**config.mk**
```make
export PLATFORM = sky130hd
export DESIGN_NAME = dual_mean_threshold_mask_core
export DESIGN_NICKNAME = d
export VERILOG_FILES = /design/src/rtl/dmtm_pkg.sv /design/src/rtl/dmtm_div.sv /design/src/rtl/dmtm_datapath.sv /design/src/rtl/dmtm_ctrl.sv /design/src/rtl/dual_mean_threshold_mask_core.sv
export SDC_FILE = /design/constraint.sdc
export NUM_CORES = 2
export LEC_CHECK = 0
export ABC_CLOCK_PERIOD_IN_PS = 9410
export BUFFER_PORTS_ARGS = -buffer_cell sky130_fd_sc_hd__buf_2
export CORE_MARGIN = 4
export CORE_UTILIZATION = 25
export CTS_BUF_LIST = sky130_fd_sc_hd__clkbuf_8 sky130_fd_sc_hd__clkbuf_16
export DETAILED_ROUTE_END_ITERATION = 10
export GPL_TIMING_DRIVEN = 0
export PLACE_DENSITY = 0.5
export RECOVER_POWER = 25
export SLEW_MARGIN = 10
export SYNTH_ARGS = -nofsm -noshare
export SYNTH_HDL_FRONTEND = slang
export SYNTH_HIERARCHICAL = 1
export SYNTH_SLANG_ARGS = --single-unit
```
**constraint.sdc**
```tcl
create_clock -name i_clk -period 9.41 [get_ports i_clk]
set_input_delay 0.941 -clock i_clk [delete_from_list [all_inputs] [get_ports i_clk]]
set_output_delay 0.941 -clock i_clk [all_outputs]
set_load 0.005 [all_outputs]
```
**src/rtl/dmtm_pkg.sv**
```systemverilog
// shared types, constants and codes for the dual mean threshold mask block
package dmtm_pkg;

    localparam int VALUE_W    = 16;
    localparam int SUM_W      = 36;
    localparam int CNT_W      = 21;
    localparam int LEVEL_W    = 8;
    localparam int DENS_W     = 17;
    localparam int THR_W      = 16;
    localparam int PROD_W     = THR_W + VALUE_W;
    localparam int FRAC_W     = 8;
    localparam int CFG_IDX_W  = 2;
    localparam int CFG_DATA_W = 16;
    localparam int DENS_SHIFT = 16;
    localparam int DIV_NUM_W  = CNT_W + DENS_SHIFT;
    localparam int DIV_DEN_W  = CNT_W;
    localparam int DIV_CNT_W  = $clog2(DIV_NUM_W + 1);

    localparam logic [CNT_W-1:0] MAX_PIXELS = CNT_W'(1048576);

    localparam logic [CFG_IDX_W-1:0] CFG_MEASURE_THR = 2'd0;
    localparam logic [CFG_IDX_W-1:0] CFG_ENTROPY_THR = 2'd1;
    localparam logic [CFG_IDX_W-1:0] CFG_LEVEL_ZERO  = 2'd2;
    localparam logic [CFG_IDX_W-1:0] CFG_LEVEL_ONE   = 2'd3;

    localparam logic [THR_W-1:0]   RST_MEASURE_THR = THR_W'(256);
    localparam logic [THR_W-1:0]   RST_ENTROPY_THR = THR_W'(256);
    localparam logic [LEVEL_W-1:0] RST_LEVEL_ZERO  = LEVEL_W'(0);
    localparam logic [LEVEL_W-1:0] RST_LEVEL_ONE   = LEVEL_W'(255);

    typedef struct packed {
        logic               func;
        logic [VALUE_W-1:0] measure_value;
        logic [VALUE_W-1:0] entropy_value;
        logic               last;
    } t_in_beat;

    typedef struct packed {
        logic [LEVEL_W-1:0] mask_level;
        logic               stats_valid;
        logic [DENS_W-1:0]  density;
        logic [VALUE_W-1:0] mask_entropy_mean;
        logic [VALUE_W-1:0] other_entropy_mean;
    } t_out_beat;

    typedef enum logic [2:0] {
        DIV_MEASURE,
        DIV_ENTROPY,
        DIV_DENSITY,
        DIV_IN_MEAN,
        DIV_OUT_MEAN
    } t_div_sel;

    typedef enum logic [1:0] {
        S_IDLE,
        S_DIV_LOAD,
        S_DIV_WAIT,
        S_OUT
    } t_state;

    typedef struct packed {
        logic     accept;
        logic     div_start;
        logic     capture;
        t_div_sel sel;
        logic     clear_acc;
        logic     emit_stats;
    } t_cmd;

    typedef struct packed {
        logic div_done;
        logic out_ready;
    } t_status;

endpackage

```
**src/rtl/dmtm_div.sv**
```systemverilog
// restoring serial divider, one quotient bit per cycle, zero divisor gives zero
module dmtm_div (
    input  logic                          i_clk,
    input  logic                          i_rst_n,
    input  logic                          i_start,
    input  logic [dmtm_pkg::DIV_NUM_W-1:0] i_num,
    input  logic [dmtm_pkg::DIV_DEN_W-1:0] i_den,
    output logic                          o_done,
    output logic [dmtm_pkg::DIV_NUM_W-1:0] o_quot
);
    import dmtm_pkg::*;

    logic [DIV_NUM_W-1:0] r_num, n_num;
    logic [DIV_DEN_W-1:0] r_rem, n_rem;
    logic [DIV_DEN_W-1:0] r_den, n_den;
    logic [DIV_CNT_W-1:0] r_cnt, n_cnt;
    logic                 r_busy, n_busy;
    logic                 r_zero, n_zero;
    logic                 r_done, n_done;
    logic [DIV_DEN_W:0]   shifted;
    logic                 fits;

    always_comb begin
        shifted = {r_rem, r_num[DIV_NUM_W-1]};
        fits    = shifted >= {1'b0, r_den};
        n_num   = r_num;
        n_rem   = r_rem;
        n_den   = r_den;
        n_cnt   = r_cnt;
        n_busy  = r_busy;
        n_zero  = r_zero;
        n_done  = 1'b0;
        if (i_start) begin
            n_num  = i_num;
            n_rem  = '0;
            n_den  = i_den;
            n_cnt  = '0;
            n_busy = 1'b1;
            n_zero = (i_den == '0);
        end else if (r_busy) begin
            n_rem = fits ? DIV_DEN_W'(shifted - {1'b0, r_den}) : DIV_DEN_W'(shifted);
            n_num = {r_num[DIV_NUM_W-2:0], fits};
            n_cnt = r_cnt + 1'b1;
            if (r_cnt == DIV_CNT_W'(DIV_NUM_W - 1)) begin
                n_busy = 1'b0;
                n_done = 1'b1;
            end
        end
    end

    always_ff @(posedge i_clk) begin
        r_num <= n_num;
        r_rem <= n_rem;
        r_den <= n_den;
        r_cnt <= n_cnt;
        r_zero <= n_zero;
        if (!i_rst_n) begin
            r_busy <= 1'b0;
            r_done <= 1'b0;
        end else begin
            r_busy <= n_busy;
            r_done <= n_done;
        end
    end

    assign o_done = r_done;
    assign o_quot = r_zero ? '0 : r_num;

endmodule

```
**src/rtl/dmtm_datapath.sv**
```systemverilog
// accumulators, means, classify compare, config registers and output register
module dmtm_datapath (
    input  logic                            i_clk,
    input  logic                            i_rst_n,
    input  dmtm_pkg::t_cmd                  i_cmd,
    output dmtm_pkg::t_status               o_status,
    input  dmtm_pkg::t_in_beat              i_in_data,
    input  logic                            i_cfg_we,
    input  logic [dmtm_pkg::CFG_IDX_W-1:0]  i_cfg_idx,
    input  logic [dmtm_pkg::CFG_DATA_W-1:0] i_cfg_data,
    output logic                            o_out_valid,
    output dmtm_pkg::t_out_beat             o_out_data,
    input  logic                            i_out_stall
);
    import dmtm_pkg::*;

    logic [THR_W-1:0]   r_mthr, r_ethr;
    logic [LEVEL_W-1:0] r_lvl0, r_lvl1;

    logic [SUM_W-1:0]   r_msum, n_msum, r_esum, n_esum;
    logic [CNT_W-1:0]   r_pcnt, n_pcnt;
    logic [VALUE_W-1:0] r_mmean, n_mmean, r_emean, n_emean;
    logic [CNT_W-1:0]   r_icnt, n_icnt, r_ccnt, n_ccnt;
    logic [SUM_W-1:0]   r_isum, n_isum, r_osum, n_osum;
    logic [DENS_W-1:0]  r_dens, n_dens;
    logic [VALUE_W-1:0] r_imean, n_imean, r_omean, n_omean;
    logic [LEVEL_W-1:0] r_last_lvl, n_last_lvl;

    logic               r_out_valid, n_out_valid;
    t_out_beat          r_out, n_out;

    logic [PROD_W-1:0]    mprod, eprod, mscaled, escaled;
    logic                 in_mask;
    logic [LEVEL_W-1:0]   level;
    logic                 out_ready;
    logic [DIV_NUM_W-1:0] div_num, quot;
    logic [DIV_DEN_W-1:0] div_den;
    logic                 div_done;

    assign mprod   = PROD_W'(r_mthr) * PROD_W'(r_mmean);
    assign eprod   = PROD_W'(r_ethr) * PROD_W'(r_emean);
    assign mscaled = PROD_W'(i_in_data.measure_value) << FRAC_W;
    assign escaled = PROD_W'(i_in_data.entropy_value) << FRAC_W;
    assign in_mask = (mscaled >= mprod) && (escaled >= eprod);
    assign level   = in_mask ? r_lvl1 : r_lvl0;
    assign out_ready = !r_out_valid || !i_out_stall;

    always_comb begin
        case (i_cmd.sel)
            DIV_MEASURE: begin
                div_num = DIV_NUM_W'(r_msum);
                div_den = r_pcnt;
            end
            DIV_ENTROPY: begin
                div_num = DIV_NUM_W'(r_esum);
                div_den = r_pcnt;
            end
            DIV_DENSITY: begin
                div_num = {r_icnt, {DENS_SHIFT{1'b0}}};
                div_den = r_ccnt;
            end
            DIV_IN_MEAN: begin
                div_num = DIV_NUM_W'(r_isum);
                div_den = r_icnt;
            end
            DIV_OUT_MEAN: begin
                div_num = DIV_NUM_W'(r_osum);
                div_den = r_ccnt - r_icnt;
            end
            default: begin
                div_num = '0;
                div_den = '0;
            end
        endcase
    end

    dmtm_div u_div (
        .i_clk   (i_clk),
        .i_rst_n (i_rst_n),
        .i_start (i_cmd.div_start),
        .i_num   (div_num),
        .i_den   (div_den),
        .o_done  (div_done),
        .o_quot  (quot)
    );

    always_comb begin
        n_msum = r_msum;
        n_esum = r_esum;
        n_pcnt = r_pcnt;
        n_mmean = r_mmean;
        n_emean = r_emean;
        n_icnt = r_icnt;
        n_ccnt = r_ccnt;
        n_isum = r_isum;
        n_osum = r_osum;
        n_dens = r_dens;
        n_imean = r_imean;
        n_omean = r_omean;
        n_last_lvl = r_last_lvl;
        n_out = r_out;
        n_out_valid = r_out_valid && i_out_stall;

        if (i_cmd.accept) begin
            if (!i_in_data.func) begin
                if (r_pcnt < MAX_PIXELS) begin
                    n_msum = r_msum + SUM_W'(i_in_data.measure_value);
                    n_esum = r_esum + SUM_W'(i_in_data.entropy_value);
                    n_pcnt = r_pcnt + 1'b1;
                end
            end else begin
                if (r_ccnt < MAX_PIXELS) begin
                    n_ccnt = r_ccnt + 1'b1;
                    if (in_mask) begin
                        n_icnt = r_icnt + 1'b1;
                        n_isum = r_isum + SUM_W'(i_in_data.entropy_value);
                    end else begin
                        n_osum = r_osum + SUM_W'(i_in_data.entropy_value);
                    end
                end
                if (i_in_data.last) begin
                    n_last_lvl = level;
                end else begin
                    n_out.mask_level         = level;
                    n_out.stats_valid        = 1'b0;
                    n_out.density            = '0;
                    n_out.mask_entropy_mean  = '0;
                    n_out.other_entropy_mean = '0;
                    n_out_valid = 1'b1;
                end
            end
        end

        if (i_cmd.capture) begin
            case (i_cmd.sel)
                DIV_MEASURE:  n_mmean = quot[VALUE_W-1:0];
                DIV_ENTROPY:  n_emean = quot[VALUE_W-1:0];
                DIV_DENSITY:  n_dens  = quot[DENS_W-1:0];
                DIV_IN_MEAN:  n_imean = quot[VALUE_W-1:0];
                DIV_OUT_MEAN: n_omean = quot[VALUE_W-1:0];
                default: ;
            endcase
        end

        if (i_cmd.emit_stats) begin
            n_out.mask_level         = r_last_lvl;
            n_out.stats_valid        = 1'b1;
            n_out.density            = r_dens;
            n_out.mask_entropy_mean  = r_imean;
            n_out.other_entropy_mean = r_omean;
            n_out_valid = 1'b1;
        end

        if (i_cmd.clear_acc) begin
            n_msum = '0;
            n_esum = '0;
            n_pcnt = '0;
        end
        if (i_cmd.clear_acc || i_cmd.emit_stats) begin
            n_icnt = '0;
            n_ccnt = '0;
            n_isum = '0;
            n_osum = '0;
        end
    end

    always_ff @(posedge i_clk) begin
        r_out      <= n_out;
        r_dens     <= n_dens;
        r_imean    <= n_imean;
        r_omean    <= n_omean;
        r_last_lvl <= n_last_lvl;
        if (!i_rst_n) begin
            r_mthr      <= RST_MEASURE_THR;
            r_ethr      <= RST_ENTROPY_THR;
            r_lvl0      <= RST_LEVEL_ZERO;
            r_lvl1      <= RST_LEVEL_ONE;
            r_msum      <= '0;
            r_esum      <= '0;
            r_pcnt      <= '0;
            r_mmean     <= '0;
            r_emean     <= '0;
            r_icnt      <= '0;
            r_ccnt      <= '0;
            r_isum      <= '0;
            r_osum      <= '0;
            r_out_valid <= 1'b0;
        end else begin
            if (i_cfg_we) begin
                case (i_cfg_idx)
                    CFG_MEASURE_THR: r_mthr <= i_cfg_data[THR_W-1:0];
                    CFG_ENTROPY_THR: r_ethr <= i_cfg_data[THR_W-1:0];
                    CFG_LEVEL_ZERO:  r_lvl0 <= i_cfg_data[LEVEL_W-1:0];
                    CFG_LEVEL_ONE:   r_lvl1 <= i_cfg_data[LEVEL_W-1:0];
                    default: ;
                endcase
            end
            r_msum      <= n_msum;
            r_esum      <= n_esum;
            r_pcnt      <= n_pcnt;
            r_mmean     <= n_mmean;
            r_emean     <= n_emean;
            r_icnt      <= n_icnt;
            r_ccnt      <= n_ccnt;
            r_isum      <= n_isum;
            r_osum      <= n_osum;
            r_out_valid <= n_out_valid;
        end
    end

    assign o_status.div_done  = div_done;
    assign o_status.out_ready = out_ready;
    assign o_out_valid = r_out_valid;
    assign o_out_data  = r_out;

endmodule

```
**src/rtl/dmtm_ctrl.sv**
```systemverilog
// pass sequencing state machine: beat intake, end of pass divisions, stats beat
module dmtm_ctrl (
    input  logic                i_clk,
    input  logic                i_rst_n,
    input  logic                i_in_valid,
    input  dmtm_pkg::t_in_beat  i_in_data,
    output logic                o_in_stall,
    input  dmtm_pkg::t_status   i_status,
    output dmtm_pkg::t_cmd      o_cmd
);
    import dmtm_pkg::*;

    t_state   r_state, n_state;
    t_div_sel r_sel, n_sel;
    logic     can_take;

    always_ff @(posedge i_clk) begin
        if (!i_rst_n) begin
            r_state <= S_IDLE;
            r_sel   <= DIV_MEASURE;
        end else begin
            r_state <= n_state;
            r_sel   <= n_sel;
        end
    end

    assign can_take = (r_state == S_IDLE) && i_status.out_ready;
    assign o_in_stall = !can_take;

    always_comb begin
        n_state = r_state;
        n_sel   = r_sel;
        o_cmd   = '0;
        o_cmd.sel = r_sel;
        case (r_state)
            S_IDLE: begin
                if (i_in_valid && can_take) begin
                    o_cmd.accept = 1'b1;
                    if (i_in_data.last) begin
                        n_state = S_DIV_LOAD;
                        n_sel   = i_in_data.func ? DIV_DENSITY : DIV_MEASURE;
                    end
                end
            end
            S_DIV_LOAD: begin
                o_cmd.div_start = 1'b1;
                n_state = S_DIV_WAIT;
            end
            S_DIV_WAIT: begin
                if (i_status.div_done) begin
                    o_cmd.capture = 1'b1;
                    case (r_sel)
                        DIV_MEASURE: begin
                            n_sel   = DIV_ENTROPY;
                            n_state = S_DIV_LOAD;
                        end
                        DIV_ENTROPY: begin
                            o_cmd.clear_acc = 1'b1;
                            n_state = S_IDLE;
                        end
                        DIV_DENSITY: begin
                            n_sel   = DIV_IN_MEAN;
                            n_state = S_DIV_LOAD;
                        end
                        DIV_IN_MEAN: begin
                            n_sel   = DIV_OUT_MEAN;
                            n_state = S_DIV_LOAD;
                        end
                        DIV_OUT_MEAN: begin
                            n_state = S_OUT;
                        end
                        default: begin
                            n_state = S_IDLE;
                        end
                    endcase
                end
            end
            S_OUT: begin
                if (i_status.out_ready) begin
                    o_cmd.emit_stats = 1'b1;
                    n_state = S_IDLE;
                end
            end
            default: begin
                n_state = S_IDLE;
            end
        endcase
    end

endmodule

```
**src/rtl/dual_mean_threshold_mask_core.sv**
```systemverilog
// top level of the dual mean threshold mask block
//
//  channel  direction  handshake              payload
//  in       input      i_in_valid/o_in_stall  i_in_data  (t_in_beat)
//  out      output     o_out_valid/i_out_stall o_out_data (t_out_beat)
//  cfg      input      i_cfg_we               i_cfg_idx, i_cfg_data
//
// one beat per cycle while no pass ends and the output is not stalled; results wait in an output register
// a last beat starts the shared serial divider: two divisions after an
// accumulate pass, three after a classify pass, then the stats beat is
// loaded once the output frees up
// synchronous active low reset; no clearing pass, ready the cycle after reset
module dual_mean_threshold_mask_core (
    input  logic                            i_clk,
    input  logic                            i_rst_n,
    input  logic                            i_in_valid,
    input  dmtm_pkg::t_in_beat              i_in_data,
    output logic                            o_in_stall,
    output logic                            o_out_valid,
    output dmtm_pkg::t_out_beat             o_out_data,
    input  logic                            i_out_stall,
    input  logic                            i_cfg_we,
    input  logic [dmtm_pkg::CFG_IDX_W-1:0]  i_cfg_idx,
    input  logic [dmtm_pkg::CFG_DATA_W-1:0] i_cfg_data
);
    import dmtm_pkg::*;

    t_cmd    cmd;
    t_status status;

    dmtm_ctrl u_ctrl (
        .i_clk      (i_clk),
        .i_rst_n    (i_rst_n),
        .i_in_valid (i_in_valid),
        .i_in_data  (i_in_data),
        .o_in_stall (o_in_stall),
        .i_status   (status),
        .o_cmd      (cmd)
    );

    dmtm_datapath u_dp (
        .i_clk       (i_clk),
        .i_rst_n     (i_rst_n),
        .i_cmd       (cmd),
        .o_status    (status),
        .i_in_data   (i_in_data),
        .i_cfg_we    (i_cfg_we),
        .i_cfg_idx   (i_cfg_idx),
        .i_cfg_data  (i_cfg_data),
        .o_out_valid (o_out_valid),
        .o_out_data  (o_out_data),
        .i_out_stall (i_out_stall)
    );

endmodule

```
==> qor.yml <==
yosysWarnings: 6
syn_nets: 5821
p_per_area_nw_per_um2: 114
via_count: 36600
swShare: 0.304
clockRootBuffer: "clkbuf_16"
ios: 117
grt_first_pass_wirelength_um: 227000
gp_congestion: 0.886
layout.area.seq_sq_um: 11800
drt_pass1_iterations: 5
final_nets: 6048
setup_viol: 0
area_delta_synth_final_pct: 16.6
clock_power_share: 0.395
io_buffer_count: 116
avgSynthCellArea_sq_um: 8.86
finalPower_mw: 5.93
power.switching_mw: 1.80
die_w_um: 430
finalMaxSlewViolations: 0
tightest_slew_ps: 1490
wire_per_inst_um: 19.8
start_util: 0.252
max_stage_delay_ps: 720
vias_per_cell: 4.78
fin_util: 0.294
cp_max_fo: 8
crit_family: "adder cells"
fin_skew_ps: 40.8
cts_buffer_depth: 3
status: "completed"
worstPathBufferInverterCount: 7
multi_input_area_sq_um: 30300
cts.sinks: 496
required_ps: 9780
syn_inst: 5020
dp_hpwl_um: 122000
cp-end-kind: "flip-flop"
clk_pin_slew_ps: 60
worst_ir_drop_vdd_v: 0.000143
slew_headroom: 0.00699
cp-start-kind: "flip-flop"
fillerInstances: 18800
antenna_found_initial: 12
die-area_sq_um: 185000
p_leak_nw: 21.9
setup_tns_ps: 0
hp-class: "flip-flop to flip-flop"
fin_crit_sh: 0.995
grt_max_degree: 27
grt_overflow_total: 0
rows: 154
h-tree-depth: 2
design.core.area_sq_um: 176000
cts_tree: "done"
cap_violations: 0
netlist_area_sq_um: 44500
ant_nets: 0
cp_slowest_cell: "o211ai_1"
rsz0062_at_grt: "yes"
cts_buffers: 57
grt_use_total: 0.159
initialDrtViolationCount: 2363
p_seq_frac: 0.407
final_cells: 7643
drt-total-wl_um: 151000
worstSkewPairLatency_ps: 680
p_comb_frac: 0.198
die_h_um: 430
intPower_mw: 4.13
min_period_ps: 9360
placed_cells: 7483
layout-drive-gt1-share: 0.112
crit_arrival_ps: 9730
crit_type: "flip-flop to flip-flop"
grt_pass1_vias: 36100
crit_top_cell: "fa_1"
max_freq_mhz: 107
route.detailed.drc: 0
finalHoldViolCount: 0
-- cell type report --
type / count / area share
inverters: 582 / 0.0422
flip-flops and latches: 496 / 0.228
clock buffers: 64 / 0.0296
multi-input cells: 3704 / 0.585
well taps: 2340 / 0.0565
clock inverters: 44 / 0.00838
diodes: 7 / 0.000338
repair buffers: 176 / 0.0226
plain buffers: 230 / 0.0280
-- worst reg2reg max path, delay by kind of cell (launching register included) --
family / cells / cell delay, ps
AO/OA/AOI/OAI: 9 / 2200
XOR/XNOR: 1 / 120
AND/OR/NAND/NOR: 8 / 1710
multiplexers: 1 / 270
adder cells (fa/ha/maj): 8 / 3810
buffers and inverters: 7 / 620
flip-flops: 1 / 360
-- placed cells by master, fill, tap and decap left out, types with 62 or more instances in the layout --
| cell | n |
|---|---|
| and2_1 | 297 |
| clkbuf_1 | 144 |
| clkbuf_16 | 62 |
| xnor2_1 | 102 |
| o21ai_0 | 144 |
| nand2_1 | 766 |
| buf_2 | 115 |
| dfxtp_1 | 263 |
| a21oi_1 | 230 |
| xor2_1 | 83 |
| inv_1 | 587 |
| nand3_1 | 88 |
| ha_1 | 342 |
| a21boi_0 | 68 |
| nor2_1 | 217 |
| edfxtp_1 | 173 |
| fa_1 | 389 |
| mux2i_1 | 116 |
-- registers in the layout (all words and copies together), names as in the netlist, 21 cells and up --
register and flops:
u_dp/u_div/r_rem 21, u_dp/r_msum 36, u_dp/r_osum 36, u_dp/u_div/r_den 21, u_dp/o_out_data 58, u_dp/u_div/r_num 37, u_dp/r_isum 36, u_dp/r_esum 36
u_dp/r_icnt 21, u_dp/r_ccnt 21, u_dp/r_pcnt 21
-- per-layer routing --
metal | part of all wire | global-route usage
met1 | 0.43 | 0.208
met2 | 0.47 | 0.266
met3 | 0.046 | 0.0192
met4 | 0.051 | 0.0688
met5 | 0.000086 | 0
-- power groups by stage --
stage / clock [mW] / sequential [mW] / combinational (mW)
6_report: 2.34 / 2.41 / 1.18
5_1_grt: 2.50 / 2.42 / 1.29
4_1_cts: 2.41 / 2.41 / 1.15
3_5_place_dp: 0 / 2.46 / 1.12
3_3_place_gp: 0 / 2.46 / 1.11
2_1_floorplan: 0 / 2.42 / 0.796
-- through the flow --
stage                     area [sq um]  worst slack, ps  hold slack, ps
after floorplan                  44500              907             435
after global placement           48000            -2390             452
after detailed placement         48100            -2470             460
after CTS                        50900             2.30             470
after global routing             51800             -190             494
final                            51800             50.8             468
-- what timing repair did --
| item | CTS | global route |
|---|---|---|
| hold buffers | 0 | 0 |
| endpoints found under the setup margin | 109 | 109 |
| setup buffers | 19 | 26 |
| gates cloned | 0 | 8 |
| pin swaps | 21 | 76 |
| gates resized for setup | 233 | 233 |
-- path summary, 6_finish.rpt --
check	start	end	slack, ps	depth (start not counted)
min reg2reg	u_dp/u_div/r_rem[7]	u_dp/u_div/r_rem[7]	470	2
max reg2reg	u_dp/r_mmean[4]	u_dp/o_out_data[56]	50	34
max	u_dp/r_mmean[4]	u_dp/o_out_data[56]	50	34
min	u_dp/u_div/r_rem[7]	u_dp/u_div/r_rem[7]	470	2
(Power assumes the default switching activity.)
